`src/rtl/assert_macros.svh`:
```
`ifndef ASSERT_MACROS_SVH
`define ASSERT_MACROS_SVH

// Same-cycle implication, checked outside reset.
`define ASSERT_NOW(label, clk, rst, ante, cons, msg) \
  label: assert property (@(posedge clk) disable iff (rst) (ante) |-> (cons)) \
    else $error(msg);

// Next-cycle implication, checked outside reset.
`define ASSERT_NEXT(label, clk, rst, ante, cons, msg) \
  label: assert property (@(posedge clk) disable iff (rst) (ante) |=> (cons)) \
    else $error(msg);

`endif

```
`src/rtl/lfu_pkg.sv`:
```
package lfu_pkg;

  localparam int CAPACITY = 16;
  localparam int SLOT_W   = (CAPACITY > 1) ? $clog2(CAPACITY) : 1;
  localparam int NUM_W    = $clog2(CAPACITY + 1);
  localparam int CAP_W    = 5;
  localparam int LIM_W    = (NUM_W > CAP_W) ? NUM_W : CAP_W;
  localparam int KEY_W    = 32;
  localparam int DATA_W   = 32;
  localparam int CNT_W    = 16;

  localparam logic [CNT_W-1:0]  COUNT_MAX  = '1;
  localparam logic [CAP_W-1:0]  CAP_RESET  = CAP_W'(16);
  localparam logic [DATA_W-1:0] MISS_VALUE = '1;

  localparam logic FUNC_GET = 1'b0;
  localparam logic FUNC_PUT = 1'b1;

  typedef logic [SLOT_W-1:0] slot_t;
  typedef logic [SLOT_W-1:0] rank_t;

  typedef struct packed {
    logic                     func;
    logic signed [KEY_W-1:0]  key;
    logic signed [DATA_W-1:0] value;
  } req_t;

  typedef struct packed {
    logic                     hit;
    logic signed [DATA_W-1:0] value_out;
  } rsp_t;

  // One slot as seen through the store's read port.
  typedef struct packed {
    logic              valid;
    logic [KEY_W-1:0]  key;
    logic [DATA_W-1:0] data;
    logic [CNT_W-1:0]  count;
    rank_t             rank;
  } entry_t;

  // Update request from the sequencer to the store.
  typedef struct packed {
    logic              touch;
    logic              evict;
    logic              insert;
    logic              wr_data;
    slot_t             slot;
    rank_t             rank;
    logic [KEY_W-1:0]  key;
    logic [DATA_W-1:0] data;
    logic [CNT_W-1:0]  count;
  } store_cmd_t;

  // What one pass over the slots has found.
  typedef struct packed {
    logic              hit;
    slot_t             hit_slot;
    rank_t             hit_rank;
    logic [DATA_W-1:0] hit_data;
    logic [CNT_W-1:0]  hit_count;
    logic [NUM_W-1:0]  num_valid;
    logic              free_found;
    slot_t             free_slot;
    logic              victim_found;
    slot_t             victim_slot;
    logic [CNT_W-1:0]  victim_count;
    rank_t             victim_rank;
  } scan_t;

endpackage

```
`src/rtl/lfu_cache_policy.sv`:
```
// Each request runs through a scan of all CAPACITY slots, a decision state, up to two
// update states (evict then insert, or a touch) and an output load.
// The scan reads one slot per cycle through the store's single read port; a new
// request is not taken until the last result is loaded; no overlap of requests.
// Reset clears the sequencer, all slot valid bits and the output valid, and
// sets the capacity register to 16; slot contents are not cleared.
`include "assert_macros.svh"

module lfu_cache_policy (
  input  logic                      clk,
  input  logic                      rst,
  input  logic                      req_valid,
  output logic                      req_stall,
  input  lfu_pkg::req_t             req,
  output logic                      rsp_valid,
  input  logic                      rsp_stall,
  output lfu_pkg::rsp_t             rsp,
  input  logic                      cfg_we,
  input  logic [lfu_pkg::CAP_W-1:0] cfg_data
);
  import lfu_pkg::*;

  typedef enum logic [5:0] {
    ST_IDLE   = 6'b000001,
    ST_SCAN   = 6'b000010,
    ST_DECIDE = 6'b000100,
    ST_EVICT  = 6'b001000,
    ST_INSERT = 6'b010000,
    ST_TOUCH  = 6'b100000
  } state_t;

  state_t              state, state_next;
  logic                done, done_next;
  slot_t               idx;
  req_t                req_q;
  logic [CAP_W-1:0]    capacity;
  logic                evict_q;
  logic                accept;
  logic                load_rsp;
  logic [LIM_W-1:0]    cap_ext;
  logic [LIM_W-1:0]    cap_eff;
  logic                full;
  logic                put_miss_evict;
  slot_t               ins_slot;
  logic                last_slot;
  entry_t              rd_entry;
  scan_t               scan;
  store_cmd_t          cmd;
  logic [CAPACITY-1:0] valid_vec;
  logic [NUM_W-1:0]    held;

  assign accept    = req_valid && !req_stall;
  assign req_stall = (state != ST_IDLE) || done;
  assign load_rsp  = done && (!rsp_valid || !rsp_stall);
  assign last_slot = (idx == SLOT_W'(CAPACITY - 1));

  assign cap_ext = LIM_W'(capacity);
  assign cap_eff = (cap_ext > LIM_W'(CAPACITY)) ? LIM_W'(CAPACITY) : cap_ext;
  assign full    = LIM_W'(scan.num_valid) >= cap_eff;

  assign put_miss_evict = (req_q.func == FUNC_PUT) && (cap_eff != '0) && !scan.hit && full;

  // After an eviction the new entry goes to the lowest free slot, which may
  // be the slot just vacated.
  assign ins_slot = (evict_q && (!scan.free_found || (scan.victim_slot < scan.free_slot))) ?
                    scan.victim_slot : scan.free_slot;

  always_comb begin
    state_next = state;
    done_next  = done;
    unique case (state)
      ST_IDLE: begin
        if (load_rsp) begin
          done_next = 1'b0;
        end else if (accept) begin
          state_next = ST_SCAN;
        end
      end
      ST_SCAN: begin
        if (last_slot) begin
          state_next = ST_DECIDE;
        end
      end
      ST_DECIDE: begin
        priority if (req_q.func == FUNC_GET) begin
          state_next = scan.hit ? ST_TOUCH : ST_IDLE;
          done_next  = !scan.hit;
        end else if (cap_eff == '0) begin
          state_next = ST_IDLE;
          done_next  = 1'b1;
        end else if (scan.hit) begin
          state_next = ST_TOUCH;
        end else if (full) begin
          state_next = ST_EVICT;
        end else begin
          state_next = ST_INSERT;
        end
      end
      ST_EVICT: begin
        state_next = ST_INSERT;
      end
      ST_INSERT, ST_TOUCH: begin
        state_next = ST_IDLE;
        done_next  = 1'b1;
      end
      default: begin
        state_next = ST_IDLE;
        done_next  = 1'b0;
      end
    endcase
  end

  always_ff @(posedge clk) begin
    if (rst) begin
      state <= ST_IDLE;
      done  <= 1'b0;
      idx   <= '0;
    end else begin
      state <= state_next;
      done  <= done_next;
      if (accept) begin
        idx <= '0;
      end else if (state == ST_SCAN) begin
        idx <= idx + 1'b1;
      end
    end
  end

  always_ff @(posedge clk) begin
    if (rst) begin
      capacity <= CAP_RESET;
    end else if (cfg_we) begin
      capacity <= cfg_data;
    end
  end

  always_ff @(posedge clk) begin
    if (accept) begin
      req_q <= req;
    end
    if (state == ST_DECIDE) begin
      evict_q <= put_miss_evict;
    end
  end

  always_ff @(posedge clk) begin
    if (rst) begin
      rsp_valid <= 1'b0;
    end else if (load_rsp) begin
      rsp_valid <= 1'b1;
    end else if (!rsp_stall) begin
      rsp_valid <= 1'b0;
    end
  end

  always_ff @(posedge clk) begin
    if (load_rsp) begin
      rsp.hit <= scan.hit;
      if (req_q.func == FUNC_GET) begin
        rsp.value_out <= scan.hit ? scan.hit_data : MISS_VALUE;
      end else begin
        rsp.value_out <= '0;
      end
    end
  end

  always_comb begin
    cmd      = '0;
    cmd.key  = req_q.key;
    cmd.data = req_q.value;
    unique case (state)
      ST_TOUCH: begin
        cmd.touch   = 1'b1;
        cmd.wr_data = (req_q.func == FUNC_PUT);
        cmd.slot    = scan.hit_slot;
        cmd.rank    = scan.hit_rank;
        cmd.count   = (scan.hit_count == COUNT_MAX) ? scan.hit_count :
                      scan.hit_count + 1'b1;
      end
      ST_EVICT: begin
        cmd.evict = 1'b1;
        cmd.slot  = scan.victim_slot;
        cmd.rank  = scan.victim_rank;
      end
      ST_INSERT: begin
        cmd.insert = evict_q || scan.free_found;
        cmd.slot   = ins_slot;
        cmd.count  = CNT_W'(1);
      end
      ST_IDLE, ST_SCAN, ST_DECIDE: begin
        cmd.touch = 1'b0;
      end
      default: begin
        cmd.touch = 1'b0;
      end
    endcase
  end

  lfu_store u_store (
    .clk       (clk),
    .rst       (rst),
    .rd_idx    (idx),
    .rd_entry  (rd_entry),
    .cmd       (cmd),
    .valid_vec (valid_vec)
  );

  lfu_scan u_scan (
    .clk   (clk),
    .clear (accept),
    .step  (state == ST_SCAN),
    .idx   (idx),
    .ent   (rd_entry),
    .key   (req_q.key),
    .res   (scan)
  );

  assign held = NUM_W'($countones(valid_vec));

  `ASSERT_NEXT(a_insert_adds_one, clk, rst, cmd.insert, held == $past(held) + 1'b1, "bad insert")
  `ASSERT_NEXT(a_evict_drops_one, clk, rst, cmd.evict, held + 1'b1 == $past(held), "no eviction")
  `ASSERT_NEXT(a_touch_keeps_set, clk, rst, cmd.touch, $stable(valid_vec), "valid set moved")
  `ASSERT_NOW(a_evict_has_victim, clk, rst, cmd.evict, scan.victim_found, "no victim")

endmodule

```
`src/rtl/lfu_store.sv`:
```
module lfu_store (
  input  logic                          clk,
  input  logic                          rst,
  input  lfu_pkg::slot_t                rd_idx,
  output lfu_pkg::entry_t               rd_entry,
  input  lfu_pkg::store_cmd_t           cmd,
  output logic [lfu_pkg::CAPACITY-1:0]  valid_vec
);
  import lfu_pkg::*;

  logic [CAPACITY-1:0] valid;
  logic [KEY_W-1:0]    keys   [CAPACITY];
  logic [DATA_W-1:0]   datas  [CAPACITY];
  logic [CNT_W-1:0]    counts [CAPACITY];
  rank_t               ranks  [CAPACITY];

  always_ff @(posedge clk) begin
    if (rst) begin
      valid <= '0;
    end else if (cmd.evict) begin
      valid[cmd.slot] <= 1'b0;
    end else if (cmd.insert) begin
      valid[cmd.slot] <= 1'b1;
    end
  end

  always_ff @(posedge clk) begin
    if (cmd.insert) begin
      keys[cmd.slot] <= cmd.key;
    end
    if (cmd.insert || (cmd.touch && cmd.wr_data)) begin
      datas[cmd.slot] <= cmd.data;
    end
    if (cmd.insert || cmd.touch) begin
      counts[cmd.slot] <= cmd.count;
    end
  end

  // Every slot keeps its own recency rank and adjusts it against the
  // broadcast rank, so the ranks of the valid slots stay a dense 0..n-1.
  always_ff @(posedge clk) begin
    for (int i = 0; i < CAPACITY; i++) begin
      if (cmd.touch) begin
        if (SLOT_W'(i) == cmd.slot) begin
          ranks[i] <= '0;
        end else if (valid[i] && (ranks[i] < cmd.rank)) begin
          ranks[i] <= ranks[i] + 1'b1;
        end
      end else if (cmd.evict) begin
        if (valid[i] && (ranks[i] > cmd.rank)) begin
          ranks[i] <= ranks[i] - 1'b1;
        end
      end else if (cmd.insert) begin
        if (SLOT_W'(i) == cmd.slot) begin
          ranks[i] <= '0;
        end else if (valid[i]) begin
          ranks[i] <= ranks[i] + 1'b1;
        end
      end
    end
  end

  assign rd_entry.valid = valid[rd_idx];
  assign rd_entry.key   = keys[rd_idx];
  assign rd_entry.data  = datas[rd_idx];
  assign rd_entry.count = counts[rd_idx];
  assign rd_entry.rank  = ranks[rd_idx];
  assign valid_vec      = valid;

endmodule

```
`src/rtl/lfu_scan.sv`:
```
module lfu_scan (
  input  logic                      clk,
  input  logic                      clear,
  input  logic                      step,
  input  lfu_pkg::slot_t            idx,
  input  lfu_pkg::entry_t           ent,
  input  logic [lfu_pkg::KEY_W-1:0] key,
  output lfu_pkg::scan_t            res
);
  import lfu_pkg::*;

  scan_t acc;
  scan_t acc_next;
  logic  match;
  logic  take_victim;

  // One slot per cycle: key match, free-slot search and the victim compare
  // (lowest count, then oldest rank) all share this single compare stage.
  always_comb begin
    match       = ent.valid && (ent.key == key);
    take_victim = ent.valid &&
                  (!acc.victim_found || (ent.count < acc.victim_count) ||
                   ((ent.count == acc.victim_count) && (ent.rank > acc.victim_rank)));
    acc_next = acc;
    if (match) begin
      acc_next.hit       = 1'b1;
      acc_next.hit_slot  = idx;
      acc_next.hit_rank  = ent.rank;
      acc_next.hit_data  = ent.data;
      acc_next.hit_count = ent.count;
    end
    if (ent.valid) begin
      acc_next.num_valid = acc.num_valid + 1'b1;
    end else if (!acc.free_found) begin
      acc_next.free_found = 1'b1;
      acc_next.free_slot  = idx;
    end
    if (take_victim) begin
      acc_next.victim_found = 1'b1;
      acc_next.victim_slot  = idx;
      acc_next.victim_count = ent.count;
      acc_next.victim_rank  = ent.rank;
    end
  end

  always_ff @(posedge clk) begin
    if (clear) begin
      acc <= '0;
    end else if (step) begin
      acc <= acc_next;
    end
  end

  assign res = acc;

endmodule

```
`config.mk`:
```
export PLATFORM = sky130hd
export DESIGN_NAME = lfu_cache_policy
export DESIGN_NICKNAME = d
export VERILOG_FILES = /design/src/rtl/lfu_pkg.sv /design/src/rtl/lfu_cache_policy.sv /design/src/rtl/lfu_store.sv /design/src/rtl/lfu_scan.sv
export VERILOG_INCLUDE_DIRS = /design/src /design/src/rtl
export SDC_FILE = /design/constraint.sdc
export NUM_CORES = 2
export LEC_CHECK = 0
export BUFFER_PORTS_ARGS = -buffer_cell sky130_fd_sc_hd__buf_2
export CAP_MARGIN = 30
export CELL_PAD_IN_SITES_DETAIL_PLACEMENT = 1
export CELL_PAD_IN_SITES_GLOBAL_PLACEMENT = 1
export CORE_ASPECT_RATIO = 1.5
export CORE_MARGIN = 2
export CORE_UTILIZATION = 30
export CTS_CLUSTER_SIZE = 12
export DETAILED_ROUTE_END_ITERATION = 8
export PLACE_DENSITY_LB_ADDON = 0.1
export SLEW_MARGIN = 10
export SYNTH_ARGS = -nofsm -noshare
export SYNTH_HDL_FRONTEND = slang
export SYNTH_SLANG_ARGS = --single-unit
```
`constraint.sdc`:
```
create_clock -name clk -period 12.7 [get_ports clk]
set_input_delay 2.54 -clock clk [delete_from_list [all_inputs] [get_ports clk]]
set_output_delay 2.54 -clock clk [all_outputs]
set_load 0.005 [all_outputs]
```
# == Word level (Yosys, flattened, before mapping) ==
# Memory sizes are Yosys's and may differ from the RTL's. A register that Yosys moved wholly into a read port is not among the register bits.
# Index checks and enable logic that the tools add are counted.
# classes
addsub,35
multipliers,0
n_div,0
n_lt_le_gt_ge,40
eq_ne,32
n_shift,0
muxes,444
n_bitwise,70
n_reduce_logical,71
# op_table
cell,count
$mux 1,353
$mux 4,71
$add 4x1->4 const B,17
$gt 4x4->1,17
$lt 4x4->1,17
$or 1x1->1,64
$sub 4x1->4 const B,16
$mux 16,3
$logic_and 1x1->1,43
$mux 6,7
$eq 32x32->1,1
$eq 4x4->1 const A,8
$mux 32,1
$pmux 16 s2,1
$pmux 6 s4,1
$add 16x1->16 const B,1
$and 16x16->16,1
$eq 16x16->1,1
$eq 16x16->1 const B,1
$eq 3x4->1 const A,4
$lt 16x16->1,1
$not 16->16,1
$or 16x16->16,1
$pmux 4 s3,1
33 further kinds,60
# totals
reg_bits,192
latch_bits,0
ram_bits,1344
romBits,0
inputBits,75
output_inout_bits,35
wordCells,719
memories,4
# mem_list
name,words,width,read_ports,rd_clocked_by_memory_dff,wr,line_no,rtl
u_store.datas,16,32,1,1,1,lfu_store.sv:13,logic [DATA_W-1:0] datas [CAPACITY];
u_store.keys,16,32,1,1,1,lfu_store.sv:12,logic [KEY_W-1:0] keys [CAPACITY];
u_store.counts,16,16,1,1,1,lfu_store.sv:14,logic [CNT_W-1:0] counts [CAPACITY];
u_store.ranks,16,4,17,1,16,lfu_store.sv:15,rank_t ranks [CAPACITY];

# == Depth between registers and ports, before layout ==
# logic_depth
word_depth,13
mapped_depth,22
ltp_nobuf,14

# == Cells and area by module ==
# A second synthesis with hierarchy kept.
# unflattened
hier_cells,3518
hier_area_um2,65482.8
# by_module_without_submodules
mod,n_inst,cells_each,area_each_um2,seq_area_each_um2
lfu_store,1,2668,56130.1,40679.0
lfu_cache_policy,1,402,5016.1,3313.2
lfu_scan,1,448,4336.7,1841.8

# == Worst setup path after synthesis ==
# No wires, ideal clock.
# synth_path
path_kind,input port to flip-flop
from,input rsp_stall
to,register done
setup_time_ns,0.116
arrival_ns,5.882
t_required_ns,12.584
setup_slack_ns,6.702
stages,5
path_buffers,0
cell_sequence,a21boi_0 -> o22ai_1 -> nor3_1 -> o2111ai_1 -> o211a_1
# synth_between
elab_chain_cells,5
# synth_rtl
item,line_no,rtl
start: declaration,lfu_cache_policy.sv:16,"input logic rsp_stall,"
$logic_not 1->1,n/a,
$logic_or 1x1->1,lfu_cache_policy.sv:54,assign load_rsp = done && (!rsp_valid || !rsp_stall);
$logic_and 1x1->1,lfu_cache_policy.sv:54,
$ne 2x2->1 (no line),n/a,
$reduce_and 3->1 (no line),n/a,
end signal: assignment,lfu_cache_policy.sv:120,done <= done_next;
end: declaration,lfu_cache_policy.sv:33,"logic done, done_next;"
# No other way between the ends.
# A chain may end at the register's enable or synchronous reset.

==> flow_summary.json <==
{
  "timing.fmax_mhz": 167,
  "switching_share": 0.230,
  "powerDensity_nw_per_um2": 155,
  "synth_ff_type": "edfxtp_1",
  "grt_start_max_net_pins": 85,
  "start_kind": "register",
  "hold_viol_final": 0,
  "clkLatencyLatePin_ns": 0.85,
  "synth-seq-area-share": 0.711,
  "ir_worst_vdd_mv": 0.140,
  "path_class": "reg -> reg",
  "syn_inst": 3499,
  "ys_top_cells_by_area": "edfxtp_1 67%, mux4_2 13%, dfxtp_1 4.0%",
  "clkPwrFrac": 0.415,
  "post-route-period-util": 0.472,
  "p_seq_frac": 0.537,
  "vias": 33472,
  "required_ns": 13.34,
  "place_congestion": 0.743,
  "cts-root-buf": "clkbuf_16",
  "yosys.cell_types.count": 73,
  "area_delta_synth_final_pct": 15.1,
  "synth_edf_count": 1443,
  "die_w_um": 383,
  "status": "completed",
  "portBuffers": 109,
  "core-area_sq_um": 214000,
  "nFillCells": 21396,
  "internal_power_mw": 8.88,
  "clk_pin_slew_worst_paths_ns": 0.06,
  "maxSlewViolCount": 0,
  "cts_tree": "yes",
  "track_usage": 0.172,
  "yosysTopAreaCell": "edfxtp_1",
  "worst_pin_slew_ns": 0.974,
  "use_met2": 0.318,
  "ys_seq_elements": 1572,
  "num_io_pins": 110,
  "leakagePower_nw": 24.4,
  "drv_cap": 0,
  "most-common-layout-cells": "1443 x edfxtp_1, 373 x mux4_2, 208 x nor2_1",
  "whs_ns": 0.488,
  "fp-row-count": 208,
  "synth_top_area_share": 0.671,
  "post-cts-setup-buffer-count": 0,
  "synth-warning-count": 0,
  "use_met3": 0.0206,
  "final_nets": 3939,
  "clk_path_buf_depth": 4,
  "gr-max-usage-layer": "met2",
  "cts_buffers": 173,
  "ys_async_sr_fraction": 0,
  "grt_use_met1": 0.211,
  "htree_levels": 4,
  "crit_arrival_ns": 6.63,
  "tns_ns": 0,
  "setup_violations": 0,
  "grt-ovfl-total": 0,
  "fin_util": 0.348,
  "dp_hpwl_um": 108000,
  "cts.sink_count": 1572,
  "syn_area_per_cell_sq_um": 18.5,
  "viasPerCell": 5.00,
  "cp-end-kind": "register",
  "relSlewSlack": 0.351,
  "p_switching_mw": 2.65,
  "initialDrtViolationCount": 1888,
  "drt_first_pass_iters": 5,
  "skew_ns": 0.0809,
  "wl_um": 188000,
  "drive_above_1_share": 0.233,
  "period_minus_slack_ns": 6.00,
  "rsz0062_at_grt": "no",
  "grt_pass1_vias": 36924,
  "layout_commonest_cell": "edfxtp_1",
  "ant_nets": 0,
  "syn-num-nets": 3701,
  "drc": 0,
  "start_util": 0.302,
  "grt_pass1_wl_um": 272000,
  "wl_per_cell_um": 28.1,
  "min_path_type": "reg -> reg",
  "crit_fanout": 72,
  "p_comb_frac": 0.048,
  "die_area_sq_um": 219000,
  "post_cts_resized": 0,
  "synth.cell_area_sq_um": 64600,
  "cts_hold_buf": 0,
  "die_h_um": 572,
  "antenna_found_initial": 9
}
stage by stage:
step	worst slack (ns)	std cells	total power [mW]	cell area [sq um]
5_1_grt	6.24	6696	12.0	74300
6_report	6.70	6696	11.5	74300
2_1_floorplan	6.70	3499	6.52	64600
3_5_place_dp	6.53	6390	6.88	69100
4_1_cts	6.46	6688	11.7	74300
3_3_place_gp	6.57	6385	6.88	69000
flip-flops by register name (all words and copies together), names as in the netlist, named ones only:
signal / cells
rsp_valid: 1
evict_q: 1
u_store.keys: 512
rsp: 33
cmd: 64
u_store.datas: 512
u_scan.res: 92
done: 1
state: 6
u_store.counts: 256
cap_ext: 5
idx: 4
u_store.ranks: 64
req_q: 1
critical path, stage by stage (launching register included):
cell and delay [ns]:
dfxtp_4 0.62, buf_4 0.51, buf_12 0.54, inv_1 0.58, mux2i_1 0.26, a221oi_1 0.38, a21oi_1 0.07, or4_1 0.45
nor4_1 0.47, and4_4 0.80, buf_4 0.65, mux2i_1 0.26, nor2_1 0.06
path summary, 6_finish.rpt:
| kind | start | to | slack (ns) | cells past startpoint |
|---|---|---|---|---|
| max | register | u_scan.res[56]$_SDFFE_PP0P_ | 6.70 | 12 |
| min | u_scan.res[88]$_SDFFE_PP0P_ | u_scan.res[88]$_SDFFE_PP0P_ | 0.49 | 2 |
| max reg2reg | register | u_scan.res[56]$_SDFFE_PP0P_ | 6.70 | 12 |
| min reg2reg | u_scan.res[88]$_SDFFE_PP0P_ | u_scan.res[88]$_SDFFE_PP0P_ | 0.49 | 2 |
power by group through the flow:
| stage | logic, mW | clock network [mW] | registers, mW |
|---|---|---|---|
| after global routing | 0.612 | 5.13 | 6.22 |
| after floorplan | 0.305 | 0 | 6.22 |
| after global placement | 0.582 | 0 | 6.30 |
| after detailed placement | 0.582 | 0 | 6.30 |
| final | 0.558 | 4.79 | 6.19 |
| after CTS | 0.585 | 4.97 | 6.20 |
synth_stat cells, types with 21 or more instances:
library cell	n
dfxtp_1	129
buf_2	35
nand3_1	48
ha_1	127
nand2_1	58
clkbuf_1	70
nand4_1	52
nand2b_1	24
a21oi_1	83
inv_1	125
xnor2_1	55
a21o_1	21
mux2i_1	179
buf_1	31
o21ai_0	61
nor2_1	243
xor2_1	54
nor3_1	39
edfxtp_1	1443
mux4_2	373
layer usage:
metal  up-vias  part of all wire  wire [um]
met1     18142              0.41      77700
met4         6             0.025       4610
met5         -           0.00019         36
met3       246             0.028       5180
li1      14548                 -          -
met2       530              0.53     101000
area by class of cell:
type / count / area, sq um / area share
Antenna cell: 1 / 2.50 / 0.0000337
Tap cell: 2835 / 3550 / 0.0477
Clock inverter: 51 / 515 / 0.00693
Timing Repair Buffer: 220 / 1430 / 0.0192
Inverter: 128 / 480 / 0.00646
Sequential cell: 1572 / 45900 / 0.618
Multi-Input combinational cell: 1642 / 17700 / 0.238
Clock buffer: 247 / 4710 / 0.0633
kinds of logic after synthesis:
logic type / after synthesis / share of synthesized area
simple gates: 543 / 0.0400
xor+xnor: 109 / 0.0148
flops: 1572 / 0.711
buf+inv: 285 / 0.0194
fa+ha+maj: 127 / 0.0246
mux: 557 / 0.159
compound gates: 306 / 0.0316
No activity file was read; power rests on OpenSTA's default activity.
